<file path="config.mk">
export PLATFORM = sky130hd
export DESIGN_NAME = periodic_task_timer_table
export DESIGN_NICKNAME = d
export VERILOG_FILES = /design/src/sv/ptt_pkg.sv /design/src/sv/ptt_ram.sv /design/src/sv/ptt_front.sv /design/src/sv/ptt_cmd_fifo.sv /design/src/sv/ptt_back.sv /design/src/sv/periodic_task_timer_table.sv
export VERILOG_INCLUDE_DIRS = /design/src /design/src/sv
export SDC_FILE = /design/constraint.sdc
export NUM_CORES = 1
export LEC_CHECK = 0
export ABC_CLOCK_PERIOD_IN_PS = 7200
export BUFFER_PORTS_ARGS = -buffer_cell sky130_fd_sc_hd__buf_2
export CORE_MARGIN = 3
export CORE_UTILIZATION = 30
export CTS_CLUSTER_SIZE = 28
export DETAILED_ROUTE_END_ITERATION = 10
export GPL_ROUTABILITY_DRIVEN = 0
export PLACE_DENSITY = 0.54
export SETUP_SLACK_MARGIN = 0.05
export SKIP_CTS_REPAIR_TIMING = 1
export SYNTH_ARGS = -nofsm -noshare
export SYNTH_HDL_FRONTEND = slang
export SYNTH_SLANG_ARGS = --single-unit
export TNS_END_PERCENT = 100
</file>
<file path="constraint.sdc">
create_clock -name clk_i -period 7.2 [get_ports clk_i]
set_clock_uncertainty 0.05 [all_clocks]
set_input_delay 0.36 -clock clk_i [delete_from_list [all_inputs] [get_ports clk_i]]
set_output_delay 0.36 -clock clk_i [all_outputs]
set_load 0.05 [all_outputs]
</file>
<file path="src/sv/periodic_task_timer_table_macros.svh">
`ifndef PERIODIC_TASK_TIMER_TABLE_MACROS_SVH
`define PERIODIC_TASK_TIMER_TABLE_MACROS_SVH

// A same-cycle implication, checked on every rising clock edge outside reset.
`define PTT_ASSERT_NOW(lbl, ante, cons, msg) \
  lbl: assert property (@(posedge clk_i) disable iff (!rst_ni) (ante) |-> (cons)) \
    else $error(msg);

// An implication whose consequence is checked in the next cycle.
`define PTT_ASSERT_NEXT(lbl, ante, cons, msg) \
  lbl: assert property (@(posedge clk_i) disable iff (!rst_ni) (ante) |=> (cons)) \
    else $error(msg);

`endif

</file>
<file path="src/sv/ptt_pkg.sv">
`timescale 1ns / 1ps
package ptt_pkg;

  typedef enum logic [1:0] {
    MODE_TICK   = 2'd0,
    MODE_ADD    = 2'd1,
    MODE_DELETE = 2'd2,
    MODE_SCHED  = 2'd3
  } mode_e;

  typedef enum logic [2:0] {
    KIND_TICK_DONE = 3'd0,
    KIND_ADD_OK    = 3'd1,
    KIND_ADD_FULL  = 3'd2,
    KIND_DELETED   = 3'd3,
    KIND_DUE       = 3'd4,
    KIND_NONE_DUE  = 3'd5
  } kind_e;

  localparam int TaskW     = 8;
  localparam int FieldW    = 16;
  localparam int SlotW     = 3;
  localparam int PendW     = 8;
  localparam logic [PendW-1:0] PendMax = 8'd255;
  localparam int QueueDepth = 2;

  typedef struct packed {
    mode_e             mode;
    logic [TaskW-1:0]  task_id;
    logic [FieldW-1:0] start_delay;
    logic [FieldW-1:0] period;
    logic [SlotW-1:0]  slot;
    logic              slot_ok;
  } cmd_t;

  typedef struct packed {
    logic full;
    logic empty;
  } q_status_t;

endpackage

</file>
<file path="src/sv/ptt_ram.sv">
`timescale 1ns / 1ps
module ptt_ram #(
  parameter int WIDTH = 48,
  parameter int DEPTH = 8
) (
  input  logic                                   clk_i,
  input  logic                                   we_i,
  input  logic [((DEPTH > 1) ? $clog2(DEPTH) : 1)-1:0] waddr_i,
  input  logic [WIDTH-1:0]                       wdata_i,
  input  logic [((DEPTH > 1) ? $clog2(DEPTH) : 1)-1:0] raddr_i,
  output logic [WIDTH-1:0]                       rdata_o
);

  logic [WIDTH-1:0] mem_q [DEPTH];
  logic [WIDTH-1:0] rdata_q;

  always_ff @(posedge clk_i) begin
    if (we_i) begin
      mem_q[waddr_i] <= wdata_i;
    end
    rdata_q <= mem_q[raddr_i];
  end

  assign rdata_o = rdata_q;

endmodule

</file>
<file path="src/sv/ptt_front.sv">
`timescale 1ns / 1ps
module ptt_front #(
  parameter int NUM_SLOTS = 8
) (
  input  logic                        start_i,
  input  logic                        full_i,
  input  logic [1:0]                  mode_i,
  input  logic [ptt_pkg::TaskW-1:0]   task_id_i,
  input  logic [ptt_pkg::FieldW-1:0]  start_delay_i,
  input  logic [ptt_pkg::FieldW-1:0]  period_i,
  input  logic [ptt_pkg::SlotW-1:0]   slot_i,
  output logic                        push_o,
  output ptt_pkg::cmd_t               cmd_o
);

  // A word is taken whenever the command queue has room.
  assign push_o = start_i && !full_i;

  always_comb begin
    cmd_o.mode        = ptt_pkg::mode_e'(mode_i);
    cmd_o.task_id     = task_id_i;
    cmd_o.start_delay = start_delay_i;
    cmd_o.period      = period_i;
    cmd_o.slot        = slot_i;
    cmd_o.slot_ok     = (32'(slot_i) < NUM_SLOTS);
  end

endmodule

</file>
<file path="src/sv/ptt_cmd_fifo.sv">
`timescale 1ns / 1ps
module ptt_cmd_fifo #(
  parameter int DEPTH = 2
) (
  input  logic               clk_i,
  input  logic               rst_ni,
  input  logic               push_i,
  input  ptt_pkg::cmd_t      cmd_i,
  input  logic               pop_i,
  output ptt_pkg::cmd_t      cmd_o,
  output ptt_pkg::q_status_t status_o
);

  localparam int PW = (DEPTH > 1) ? $clog2(DEPTH) : 1;
  localparam int CW = $clog2(DEPTH + 1);

  ptt_pkg::cmd_t  mem_q [DEPTH];
  logic [PW-1:0]  wr_ptr_q, wr_ptr_d;
  logic [PW-1:0]  rd_ptr_q, rd_ptr_d;
  logic [CW-1:0]  cnt_q, cnt_d;

  always_comb begin
    wr_ptr_d = wr_ptr_q;
    rd_ptr_d = rd_ptr_q;
    cnt_d    = cnt_q;
    if (push_i) begin
      wr_ptr_d = (wr_ptr_q == PW'(DEPTH - 1)) ? '0 : wr_ptr_q + 1'b1;
    end
    if (pop_i) begin
      rd_ptr_d = (rd_ptr_q == PW'(DEPTH - 1)) ? '0 : rd_ptr_q + 1'b1;
    end
    if (push_i && !pop_i) begin
      cnt_d = cnt_q + 1'b1;
    end else if (pop_i && !push_i) begin
      cnt_d = cnt_q - 1'b1;
    end
  end

  always_ff @(posedge clk_i or negedge rst_ni) begin
    if (!rst_ni) begin
      wr_ptr_q <= '0;
      rd_ptr_q <= '0;
      cnt_q    <= '0;
    end else begin
      wr_ptr_q <= wr_ptr_d;
      rd_ptr_q <= rd_ptr_d;
      cnt_q    <= cnt_d;
    end
  end

  always_ff @(posedge clk_i) begin
    if (push_i) begin
      mem_q[wr_ptr_q] <= cmd_i;
    end
  end

  assign cmd_o          = mem_q[rd_ptr_q];
  assign status_o.full  = (cnt_q == CW'(DEPTH));
  assign status_o.empty = (cnt_q == '0);

endmodule

</file>
<file path="src/sv/ptt_back.sv">
`timescale 1ns / 1ps
module ptt_back #(
  parameter int NUM_SLOTS  = 8,
  parameter int COUNT_BITS = 16
) (
  input  logic                       clk_i,
  input  logic                       rst_ni,
  input  logic                       empty_i,
  input  ptt_pkg::cmd_t              cmd_i,
  output logic                       pop_o,
  output logic                       strobe_o,
  output logic [2:0]                 kind_o,
  output logic [ptt_pkg::SlotW-1:0]  slot_out_o,
  output logic [ptt_pkg::TaskW-1:0]  due_task_o,
  output logic                       last_o
);

  localparam int IW = (NUM_SLOTS > 1) ? $clog2(NUM_SLOTS) : 1;
  localparam int TW = ptt_pkg::TaskW;
  localparam int PW = ptt_pkg::PendW;
  localparam int EW = TW + 2 * COUNT_BITS + PW;

  typedef enum logic {
    S_IDLE,
    S_WALK
  } state_e;

  state_e                   state_q, state_d;
  ptt_pkg::mode_e           op_q, op_d;
  logic                     iss_q, iss_d;
  logic [IW-1:0]            rd_idx_q, rd_idx_d;
  logic                     pv_q, pv_d;
  logic [IW-1:0]            p_idx_q, p_idx_d;
  logic                     any_q, any_d;
  logic [NUM_SLOTS-1:0]     active_q, active_d;
  logic [NUM_SLOTS-1:0]     due_q, due_d;
  logic                     strobe_q, strobe_d;
  ptt_pkg::kind_e           kind_q, kind_d;
  logic [ptt_pkg::SlotW-1:0] slot_q, slot_d;
  logic [TW-1:0]            task_q, task_d;
  logic                     last_q, last_d;

  logic                     we;
  logic [IW-1:0]            waddr;
  logic [EW-1:0]            wdata;
  logic [EW-1:0]            rdata;

  logic [TW-1:0]            r_task;
  logic [COUNT_BITS-1:0]    r_delay;
  logic [COUNT_BITS-1:0]    r_period;
  logic [PW-1:0]            r_pend;
  logic [PW-1:0]            pend_dec;
  logic [COUNT_BITS-1:0]    add_delay;
  logic [COUNT_BITS-1:0]    add_period;
  logic [IW-1:0]            free_idx;
  logic                     free_found;
  logic                     later_due;
  logic                     p_is_last;

  ptt_ram #(
    .WIDTH(EW),
    .DEPTH(NUM_SLOTS)
  ) u_ram (
    .clk_i  (clk_i),
    .we_i   (we),
    .waddr_i(waddr),
    .wdata_i(wdata),
    .raddr_i(rd_idx_q),
    .rdata_o(rdata)
  );

  assign r_pend     = rdata[PW-1:0];
  assign r_period   = rdata[PW+COUNT_BITS-1:PW];
  assign r_delay    = rdata[PW+2*COUNT_BITS-1:PW+COUNT_BITS];
  assign r_task     = rdata[EW-1:EW-TW];
  assign pend_dec   = r_pend - 1'b1;
  assign add_delay  = COUNT_BITS'(32'(cmd_i.start_delay));
  assign add_period = COUNT_BITS'(32'(cmd_i.period));
  assign p_is_last  = (p_idx_q == IW'(NUM_SLOTS - 1));

  always_comb begin
    free_idx   = '0;
    free_found = 1'b0;
    for (int i = NUM_SLOTS - 1; i >= 0; i--) begin
      if (!active_q[i]) begin
        free_idx   = IW'(i);
        free_found = 1'b1;
      end
    end
  end

  always_comb begin
    later_due = 1'b0;
    for (int i = 0; i < NUM_SLOTS; i++) begin
      if ((i > int'(p_idx_q)) && due_q[i]) begin
        later_due = 1'b1;
      end
    end
  end

  always_comb begin
    state_d  = state_q;
    op_d     = op_q;
    iss_d    = iss_q;
    rd_idx_d = rd_idx_q;
    pv_d     = 1'b0;
    p_idx_d  = p_idx_q;
    any_d    = any_q;
    active_d = active_q;
    due_d    = due_q;
    strobe_d = 1'b0;
    kind_d   = kind_q;
    slot_d   = slot_q;
    task_d   = task_q;
    last_d   = last_q;
    pop_o    = 1'b0;
    we       = 1'b0;
    waddr    = p_idx_q;
    wdata    = rdata;

    case (state_q)
      S_IDLE: begin
        if (!empty_i) begin
          pop_o = 1'b1;
          op_d  = cmd_i.mode;
          case (cmd_i.mode)
            ptt_pkg::MODE_ADD: begin
              strobe_d = 1'b1;
              last_d   = 1'b1;
              task_d   = '0;
              if (free_found) begin
                we                 = 1'b1;
                waddr              = free_idx;
                wdata              = {cmd_i.task_id, add_delay, add_period, PW'(0)};
                active_d[free_idx] = (cmd_i.task_id != '0);
                due_d[free_idx]    = 1'b0;
                kind_d             = ptt_pkg::KIND_ADD_OK;
                slot_d             = ptt_pkg::SlotW'(free_idx);
              end else begin
                kind_d = ptt_pkg::KIND_ADD_FULL;
                slot_d = '0;
              end
            end
            ptt_pkg::MODE_DELETE: begin
              if (cmd_i.slot_ok) begin
                active_d[IW'(cmd_i.slot)] = 1'b0;
                due_d[IW'(cmd_i.slot)]    = 1'b0;
              end
              strobe_d = 1'b1;
              kind_d   = ptt_pkg::KIND_DELETED;
              slot_d   = cmd_i.slot;
              task_d   = '0;
              last_d   = 1'b1;
            end
            ptt_pkg::MODE_TICK, ptt_pkg::MODE_SCHED: begin
              state_d  = S_WALK;
              iss_d    = 1'b1;
              rd_idx_d = '0;
              any_d    = 1'b0;
            end
            default: begin
              state_d = S_IDLE;
            end
          endcase
        end
      end

      S_WALK: begin
        // One slot read is issued per cycle; its data is handled in the next cycle.
        if (iss_q) begin
          pv_d    = 1'b1;
          p_idx_d = rd_idx_q;
          if (rd_idx_q == IW'(NUM_SLOTS - 1)) begin
            iss_d = 1'b0;
          end else begin
            rd_idx_d = rd_idx_q + 1'b1;
          end
        end

        if (pv_q) begin
          if (op_q == ptt_pkg::MODE_TICK) begin
            if (active_q[p_idx_q]) begin
              we = 1'b1;
              if (r_delay == '0) begin
                wdata = {r_task, r_period, r_period,
                         (r_pend == ptt_pkg::PendMax) ? r_pend : r_pend + 1'b1};
                due_d[p_idx_q] = 1'b1;
              end else begin
                wdata = {r_task, r_delay - 1'b1, r_period, r_pend};
              end
            end
            if (p_is_last) begin
              state_d  = S_IDLE;
              strobe_d = 1'b1;
              kind_d   = ptt_pkg::KIND_TICK_DONE;
              slot_d   = '0;
              task_d   = '0;
              last_d   = 1'b1;
            end
          end else begin
            if (due_q[p_idx_q]) begin
              strobe_d = 1'b1;
              kind_d   = ptt_pkg::KIND_DUE;
              slot_d   = ptt_pkg::SlotW'(p_idx_q);
              task_d   = r_task;
              last_d   = !later_due;
              any_d    = 1'b1;
              if (r_period == '0) begin
                active_d[p_idx_q] = 1'b0;
                due_d[p_idx_q]    = 1'b0;
              end else begin
                we             = 1'b1;
                wdata          = {r_task, r_delay, r_period, pend_dec};
                due_d[p_idx_q] = (pend_dec != '0);
              end
            end
            if (p_is_last) begin
              state_d = S_IDLE;
              if (!any_q && !due_q[p_idx_q]) begin
                strobe_d = 1'b1;
                kind_d   = ptt_pkg::KIND_NONE_DUE;
                slot_d   = '0;
                task_d   = '0;
                last_d   = 1'b1;
              end
            end
          end
        end
      end

      default: begin
        state_d = S_IDLE;
      end
    endcase
  end

  always_ff @(posedge clk_i or negedge rst_ni) begin
    if (!rst_ni) begin
      state_q  <= S_IDLE;
      op_q     <= ptt_pkg::MODE_TICK;
      iss_q    <= 1'b0;
      rd_idx_q <= '0;
      pv_q     <= 1'b0;
      p_idx_q  <= '0;
      any_q    <= 1'b0;
      active_q <= '0;
      due_q    <= '0;
      strobe_q <= 1'b0;
      kind_q   <= ptt_pkg::KIND_TICK_DONE;
      slot_q   <= '0;
      task_q   <= '0;
      last_q   <= 1'b0;
    end else begin
      state_q  <= state_d;
      op_q     <= op_d;
      iss_q    <= iss_d;
      rd_idx_q <= rd_idx_d;
      pv_q     <= pv_d;
      p_idx_q  <= p_idx_d;
      any_q    <= any_d;
      active_q <= active_d;
      due_q    <= due_d;
      strobe_q <= strobe_d;
      kind_q   <= kind_d;
      slot_q   <= slot_d;
      task_q   <= task_d;
      last_q   <= last_d;
    end
  end

  assign strobe_o   = strobe_q;
  assign kind_o     = kind_q;
  assign slot_out_o = slot_q;
  assign due_task_o = task_q;
  assign last_o     = last_q;

endmodule

</file>
<file path="src/sv/periodic_task_timer_table.sv">
`timescale 1ns / 1ps
`include "periodic_task_timer_table_macros.svh"
// A table of NUM_SLOTS software timer slots driven by command words.
// A command word is taken at a rising edge where start is high and busy is
// low; mode selects tick, add task, delete slot or schedule pass.
// Taken words wait in a two-entry command queue, and busy is high while it
// is full, so the front keeps taking words while the back end works.
// Each result word is shown for one cycle with strobe_o high; last_o marks
// the final word of a command. The receiver cannot hold results off.
// An add or delete is finished by the back end in its idle state; the word
// passes through the command queue and its result is registered for output.
// A tick or schedule pass walks the slot memory one slot per cycle through
// its registered read port, and it holds the back end until the walk has
// handled the last slot.
// A schedule pass gives one word per due slot, in slot order, as the walk
// reaches it, or a single "none due" word at the end of the walk.
// Reset clears the queue, the per-slot active and due flags and the result
// strobe; all slots read as free after reset without touching the memory.
module periodic_task_timer_table #(
  parameter int NUM_SLOTS  = 8,
  parameter int COUNT_BITS = 16
) (
  input  logic                        clk_i,
  input  logic                        rst_ni,
  input  logic                        start,
  output logic                        busy,
  input  logic [1:0]                  mode_i,
  input  logic [ptt_pkg::TaskW-1:0]   task_id_i,
  input  logic [ptt_pkg::FieldW-1:0]  start_delay_i,
  input  logic [ptt_pkg::FieldW-1:0]  period_i,
  input  logic [ptt_pkg::SlotW-1:0]   slot_i,
  output logic                        strobe_o,
  output logic [2:0]                  kind_o,
  output logic [ptt_pkg::SlotW-1:0]   slot_out_o,
  output logic [ptt_pkg::TaskW-1:0]   due_task_o,
  output logic                        last_o
);

  logic               push;
  logic               pop;
  ptt_pkg::cmd_t      cmd_in;
  ptt_pkg::cmd_t      cmd_head;
  ptt_pkg::q_status_t q_status;

  ptt_front #(
    .NUM_SLOTS(NUM_SLOTS)
  ) u_front (
    .start_i      (start),
    .full_i       (q_status.full),
    .mode_i       (mode_i),
    .task_id_i    (task_id_i),
    .start_delay_i(start_delay_i),
    .period_i     (period_i),
    .slot_i       (slot_i),
    .push_o       (push),
    .cmd_o        (cmd_in)
  );

  ptt_cmd_fifo #(
    .DEPTH(ptt_pkg::QueueDepth)
  ) u_queue (
    .clk_i   (clk_i),
    .rst_ni  (rst_ni),
    .push_i  (push),
    .cmd_i   (cmd_in),
    .pop_i   (pop),
    .cmd_o   (cmd_head),
    .status_o(q_status)
  );

  ptt_back #(
    .NUM_SLOTS (NUM_SLOTS),
    .COUNT_BITS(COUNT_BITS)
  ) u_back (
    .clk_i     (clk_i),
    .rst_ni    (rst_ni),
    .empty_i   (q_status.empty),
    .cmd_i     (cmd_head),
    .pop_o     (pop),
    .strobe_o  (strobe_o),
    .kind_o    (kind_o),
    .slot_out_o(slot_out_o),
    .due_task_o(due_task_o),
    .last_o    (last_o)
  );

  assign busy = q_status.full;

  `PTT_ASSERT_NOW(tick_result_a, strobe_o && kind_o == ptt_pkg::KIND_TICK_DONE, last_o && slot_out_o == '0 && due_task_o == '0, "Tick result is malformed.")
  `PTT_ASSERT_NOW(only_due_open_a, strobe_o && kind_o != ptt_pkg::KIND_DUE, last_o, "A result other than a due task is not final.")
  `PTT_ASSERT_NEXT(taken_queued_a, start && !busy, !q_status.empty, "A taken command word did not reach the queue.")

endmodule

</file>
* After elaboration in Yosys (flattened, before gate mapping) *
Memories as Yosys holds them, arrays and structs flattened. A register that Yosys moved wholly into a read port is not among the register bits.
Index checks and enable logic that the tools add are counted.

word-level totals
  register bits after elaboration = 48
  bits in writable memories = 474
  output and inout bits = 17
  word-level logic and storage cells = 271
  memories = 2

operators by class
  $add $sub $neg = 8
  magnitude comparators = 13
  equality and inequality tests = 23
  mux-type cells = 158
  bitwise logic cells = 11
  reductions and logical operators = 39

memories
  name                words  width  read ports  clocked after memory_dff  wr ports  line                source
  u_back.u_ram.mem_q  8      48     1           1                         1         ptt_ram.sv:14       logic [WIDTH-1:0] mem_q [DEPTH];
  u_queue.mem_q       2      45     1           0                         1         ptt_cmd_fifo.sv:17  ptt_pkg::cmd_t mem_q [DEPTH];

operator list
  cell                                                                                 count
  8-bit 2-to-1 mux                                                                     27
  40-bit 2-to-1 mux                                                                    4
  48-bit 2-to-1 mux                                                                    3
  48-bit one-hot mux with 2 select lines                                               1
  3-bit 2-to-1 mux                                                                     30
  8-bit one-hot mux with 2 select lines                                                5
  1-bit 2-to-1 mux                                                                     67
  8-bit AND                                                                            5
  16-bit logical NOT                                                                   2
  3-bit one-hot mux with 2 select lines                                                5
  8-bit NOT                                                                            3
  2-bit inequality test, second input constant                                         9
  3-bit inequality test, second input constant                                         6
  8-bit bitwise mux                                                                    2
  8-bit AND reduction                                                                  2
  8-bit nonzero test                                                                   2
  16-bit by 1-bit subtractor with 16-bit output, second input constant                 1
  1-bit logical AND                                                                    14
  3-bit greater-than comparator, first input constant                                  4
  3-bit by 4-bit < comparator with 1-bit output, second input constant                 3
  1-bit one-hot mux with 2 select lines                                                6
  4-bit AND reduction                                                                  3
  1-bit demux with 3-bit select                                                        3
  3-bit by 1-bit greater-or-equal comparator with 1-bit output, second input constant  3
  23 further kinds                                                                     42

* Logic depth before layout (Yosys ltp) *
  depth after elaboration = 18
  gate-level depth with buffers = 13
  depth with buffers taken out = 9

* Cells and area by module *
Synthesis repeated with hierarchy kept, for this count alone.

unflattened totals
  cells, all modules = 1,515
  area, all modules = 24,403.4 µm²

modules (own cells, without submodules)
  module        instances  cells each  area an instance (µm²)  seq. area each (µm²)
  ptt_ram       1          616         15,620.0                12,492.0
  ptt_back      1          692         4,790.8                 1,101.1
  ptt_cmd_fifo  1          159         3,629.7                 2,862.7
  ptt_front     1          48          362.8                   0.0

* Worst setup path before layout *
Ideal clock, no wire load.

  path kind = register to register
  from = register u_queue.rd_ptr_q
  to = memory u_back.u_ram.mem_q[4][0] (enable)
  library setup time = 523 ps
  arrival time = 6,099 ps
  data required time = 6,627 ps
  path slack = 528 ps
  cell stages (with the launch flop) = 11
  period minus slack after synthesis = 6,672 ps
  path through = dfrtp_1 > buf_2 > buf_2 > buf_1 > mux2i_1 > ha_1 > inv_1 > a211oi_1 > nand2_1 > o21ai_0 > nor3b_1

on the way
  longest elaborated chain between the ends = 7
  elaborated cells on any way between the ends = 10
  classes of those cells = 1 x eq/ne; 8 x mux; 1 x memory

RTL lines
  element                                             line                source
  start: declaration                                  ptt_cmd_fifo.sv:19  logic [PW-1:0] rd_ptr_q, rd_ptr_d;
  start signal: assignment                            ptt_cmd_fifo.sv:46  rd_ptr_q <= rd_ptr_d;
  memory read 2 x 45 bit (*)                          -
  2-bit by 1-bit equality test with 1-bit output (*)  ptt_back.sv:126     case (cmd_i.mode)
  1-bit 2-to-1 mux                                    ptt_back.sv:126
  1-bit 2-to-1 mux                                    ptt_back.sv:123     if (!empty_i) begin
  1-bit one-hot mux with 2 select lines               ptt_back.sv:121     case (state_q)
  1-bit 2-to-1 mux                                    ptt_ram.sv:18       if (we_i) begin
  1-bit 2-to-1 mux (implied by the code)              ptt_ram.sv:19       mem_q[waddr_i] <= wdata_i;
  end: declaration                                    ptt_ram.sv:14

Every way passes the cells marked *; elsewhere a longest branch is shown, timed or not.

==> results_dict.tcl <==
set metrics [dict create \
    outcome "completed" \
    power.share.combinational 0.324 \
    gr-usage-all-layers 0.136 \
    die_area_um2 81900 \
    fp.dieW_um 286 \
    via_per_inst 5.01 \
    ys_ff_latch 570 \
    antenna_found_initial 0 \
    synth_cell_types 79 \
    fin_setup_tns_ns 0 \
    io_buffers 64 \
    layout_common_cells "edfxtp_1 (474), nand2_1 (117), mux4_2 (96)" \
    regToRegStartpoint "u_queue.rd_ptr_q" \
    slew_headroom 0.253 \
    start_util 0.304 \
    drtIter0Drc 1093 \
    grt_pass1_wl_um 85800 \
    hold_violations 0 \
    netlist.area_leader.share 0.604 \
    r2r-end "u_back.u_ram.mem_q[7][30]" \
    vias 13300 \
    cts_tree "done" \
    p_per_area_nw_per_um2 450 \
    p_clk_frac 0.224 \
    remaining_drc_errors 0 \
    p_int_w 0.00795 \
    nNetsFinal 1635 \
    routed-wl-met3_um 2140 \
    layout_commonest_cell "edfxtp_1" \
    synth_area_leader_cell "edfxtp_1" \
    h-tree-depth 2 \
    switching_power_w 0.00434 \
    crit_path_top_delay_cell "dfrtp_4" \
    die_h_um 286 \
    min_period_ns 4.81 \
    synthCells 1466 \
    worstPathCellList "mux2i_1 > inv_1 > ha_1 > o211ai_1 > buf_4 > nand2_1 > o21ai_1 > nand2_1 > nor2_4 > buf_4" \
    coreArea_um2 77600 \
    layoutNonFillerInstCount 2664 \
    drive_above_1_share 0.221 \
    drtPass1Iterations 5 \
    worstPathRequired_ns 7.41 \
    synth.avg_cell_area_um2 16.1 \
    total_power_w 0.0123 \
    critical_path.max_stage_delay_ns 0.85 \
    clkLatencyLatePin_ns 0.61 \
    synth_seq_area_share 0.696 \
    rrSetupSlack_ns 2.39 \
    clk_pin_slew_worst_paths_ns 0.06 \
    whs_path_depth 3 \
    synth_area_um2 23600 \
    maxCapViolCount 0 \
    post_drt_wl_per_cell_um 21.2 \
    hp-class "primary input to register" \
    routed_wl_um 56400 \
    holdWs_ns 0.0764 \
    grt_pass1_vias 13700 \
    clock_sinks 570 \
    synth_top_flop_cell "edfxtp_1" \
    root_buffer "clkbuf_16" \
    cp-start-kind "register" \
    max_freq_mhz 208 \
    fin_crit_sh 0.668 \
    cts.path.max_buffers 3 \
    io_pins 65 \
    hpwl_um 35400 \
    final_util 0.352 \
    p_leak_nw 9.16 \
    pwr-share-seq 0.452 \
    reg2regPathDepth 10 \
    grt_start_max_net_pins 71 \
    met2_wirelength_um 27500 \
    setup_viol 0 \
    antenna_left 0 \
    cts_buffers 54 \
    yosysWarnings 0 \
    synth.area.top_cells "edfxtp_1 (60%), mux4_2 (9.2%), dfrtp_1 (5.1%), dfxtp_1 (4.1%), mux2_2 (2.8%)" \
    async_flop_share 0.0842 \
    holdCritStartpoint "start" \
    rows 102 \
    syn2layout_area_growth_pct 15.8 \
    routed.top_layer "met4" \
    slew_violations 0 \
    grt_overflow 0 \
    vdd.ir_drop.worst_uv 237 \
    synth-edff-count 474 \
    criticalPathCategory "register to register" \
    cp_data_arrival_time_ns 5.01 \
    dp_cells 2516 \
    hold_path_end "u_queue.wr_ptr_q" \
    synth_nets 1523 \
    cp_max_fo 70 \
    swShare 0.353 \
    worst_pin_slew_ns 1.12 \
    grt_setup_unrepaired "no" \
    diodes 0 \
    crit_path_end_kind "register" \
    wl_met1_um 25200 \
]
synth_stat cells (all sizes together) (10+ instances only):
| master | count |
|---|---|
| buf | 28 |
| o21ai | 85 |
| dfrtp | 48 |
| mux4 | 98 |
| nand2 | 117 |
| edfxtp | 474 |
| mux2i | 51 |
| nor3 | 24 |
| mux2 | 59 |
| o22ai | 12 |
| nand4 | 14 |
| a21oi | 45 |
| a31oi | 15 |
| dfxtp | 48 |
| nor2 | 68 |
| clkbuf | 54 |
| nand3 | 22 |
| nor4 | 10 |
| inv | 24 |
per-layer routing:
metal  track usage  up-vias
li1              -     6047
met1         0.183     6871
met2         0.229      346
met3        0.0187       85
met4        0.0457        0
met5             0        -
sequential cells by signal, indices dropped and copies added, names as in the netlist, 8 cells and up:
register              count
u_back.u_ram.mem_q      384
u_queue.mem_q            90
u_back.u_ram.rdata_o     48
u_back.active_q           8
u_back.due_q              8
u_back.due_task_o         8
power groups by stage:
stage               logic [W]  registers, W  clock network, W
floorplan             0.00295       0.00530                 0
global placement      0.00391       0.00560                 0
detailed placement    0.00400       0.00563                 0
CTS                   0.00402       0.00557           0.00284
global route          0.00436       0.00566           0.00297
finish                0.00397       0.00556           0.00275
worst max path at each step:
stage                     start                        end  slack, ns  depth (start not counted)
6_report       u_queue.rd_ptr_q  u_back.u_ram.mem_q[7][30]       2.39                         10
5_1_grt        u_queue.rd_ptr_q  u_back.u_ram.mem_q[5][44]       1.97                         10
4_1_cts        u_queue.rd_ptr_q  u_back.u_ram.mem_q[5][40]       2.25                         10
3_5_place_dp   u_queue.rd_ptr_q  u_back.u_ram.mem_q[5][11]       2.25                         10
3_3_place_gp   u_queue.rd_ptr_q  u_back.u_ram.mem_q[5][17]       2.34                         10
2_1_floorplan  u_queue.rd_ptr_q   u_back.u_ram.mem_q[4][0]       0.53                         10
final cells by class:
type | count | area [µm²]
multi-input combinational | 789 | 6780
clock inverter | 28 | 255
inverter | 25 | 93.8
sequential | 570 | 16400
fill | 7538 | 50300
tap | 1040 | 1300
clock buffer | 74 | 1460
timing repair buffer | 138 | 991
critical path, delay by kind of cell (launching register included):
family                   cells  cell delay [ns]
adder cells (fa/ha/maj)      1             0.29
buffers and inverters        3             1.24
flip-flops                   1             0.85
multiplexers                 1             0.36
AO/OA/AOI/OAI                2             0.49
AND/OR/NAND/NOR              3             1.15
cells by family (layout without fill, tap and decap cells):
kind of cell             Yosys count  count (layout)  synth area share
flip-flops                       570             570             0.696
AND/OR/NAND/NOR                  308             308            0.0618
AO/OA/AOI/OAI                    254             254            0.0711
multiplexers                     208             208             0.144
buffers and inverters            107             265            0.0185
XOR/XNOR                          10              10           0.00372
adder cells (fa/ha/maj)            9               9           0.00478
through the flow:
stage / instance area (µm²) / setup slack (ns)
3_5_place_dp: 25100 / 2.25
6_report: 27300 / 2.39
2_1_floorplan: 23600 / 0.528
5_1_grt: 27300 / 1.97
3_3_place_gp: 25100 / 2.34
4_1_cts: 26800 / 2.25
Power figures use the tool's default switching activity.
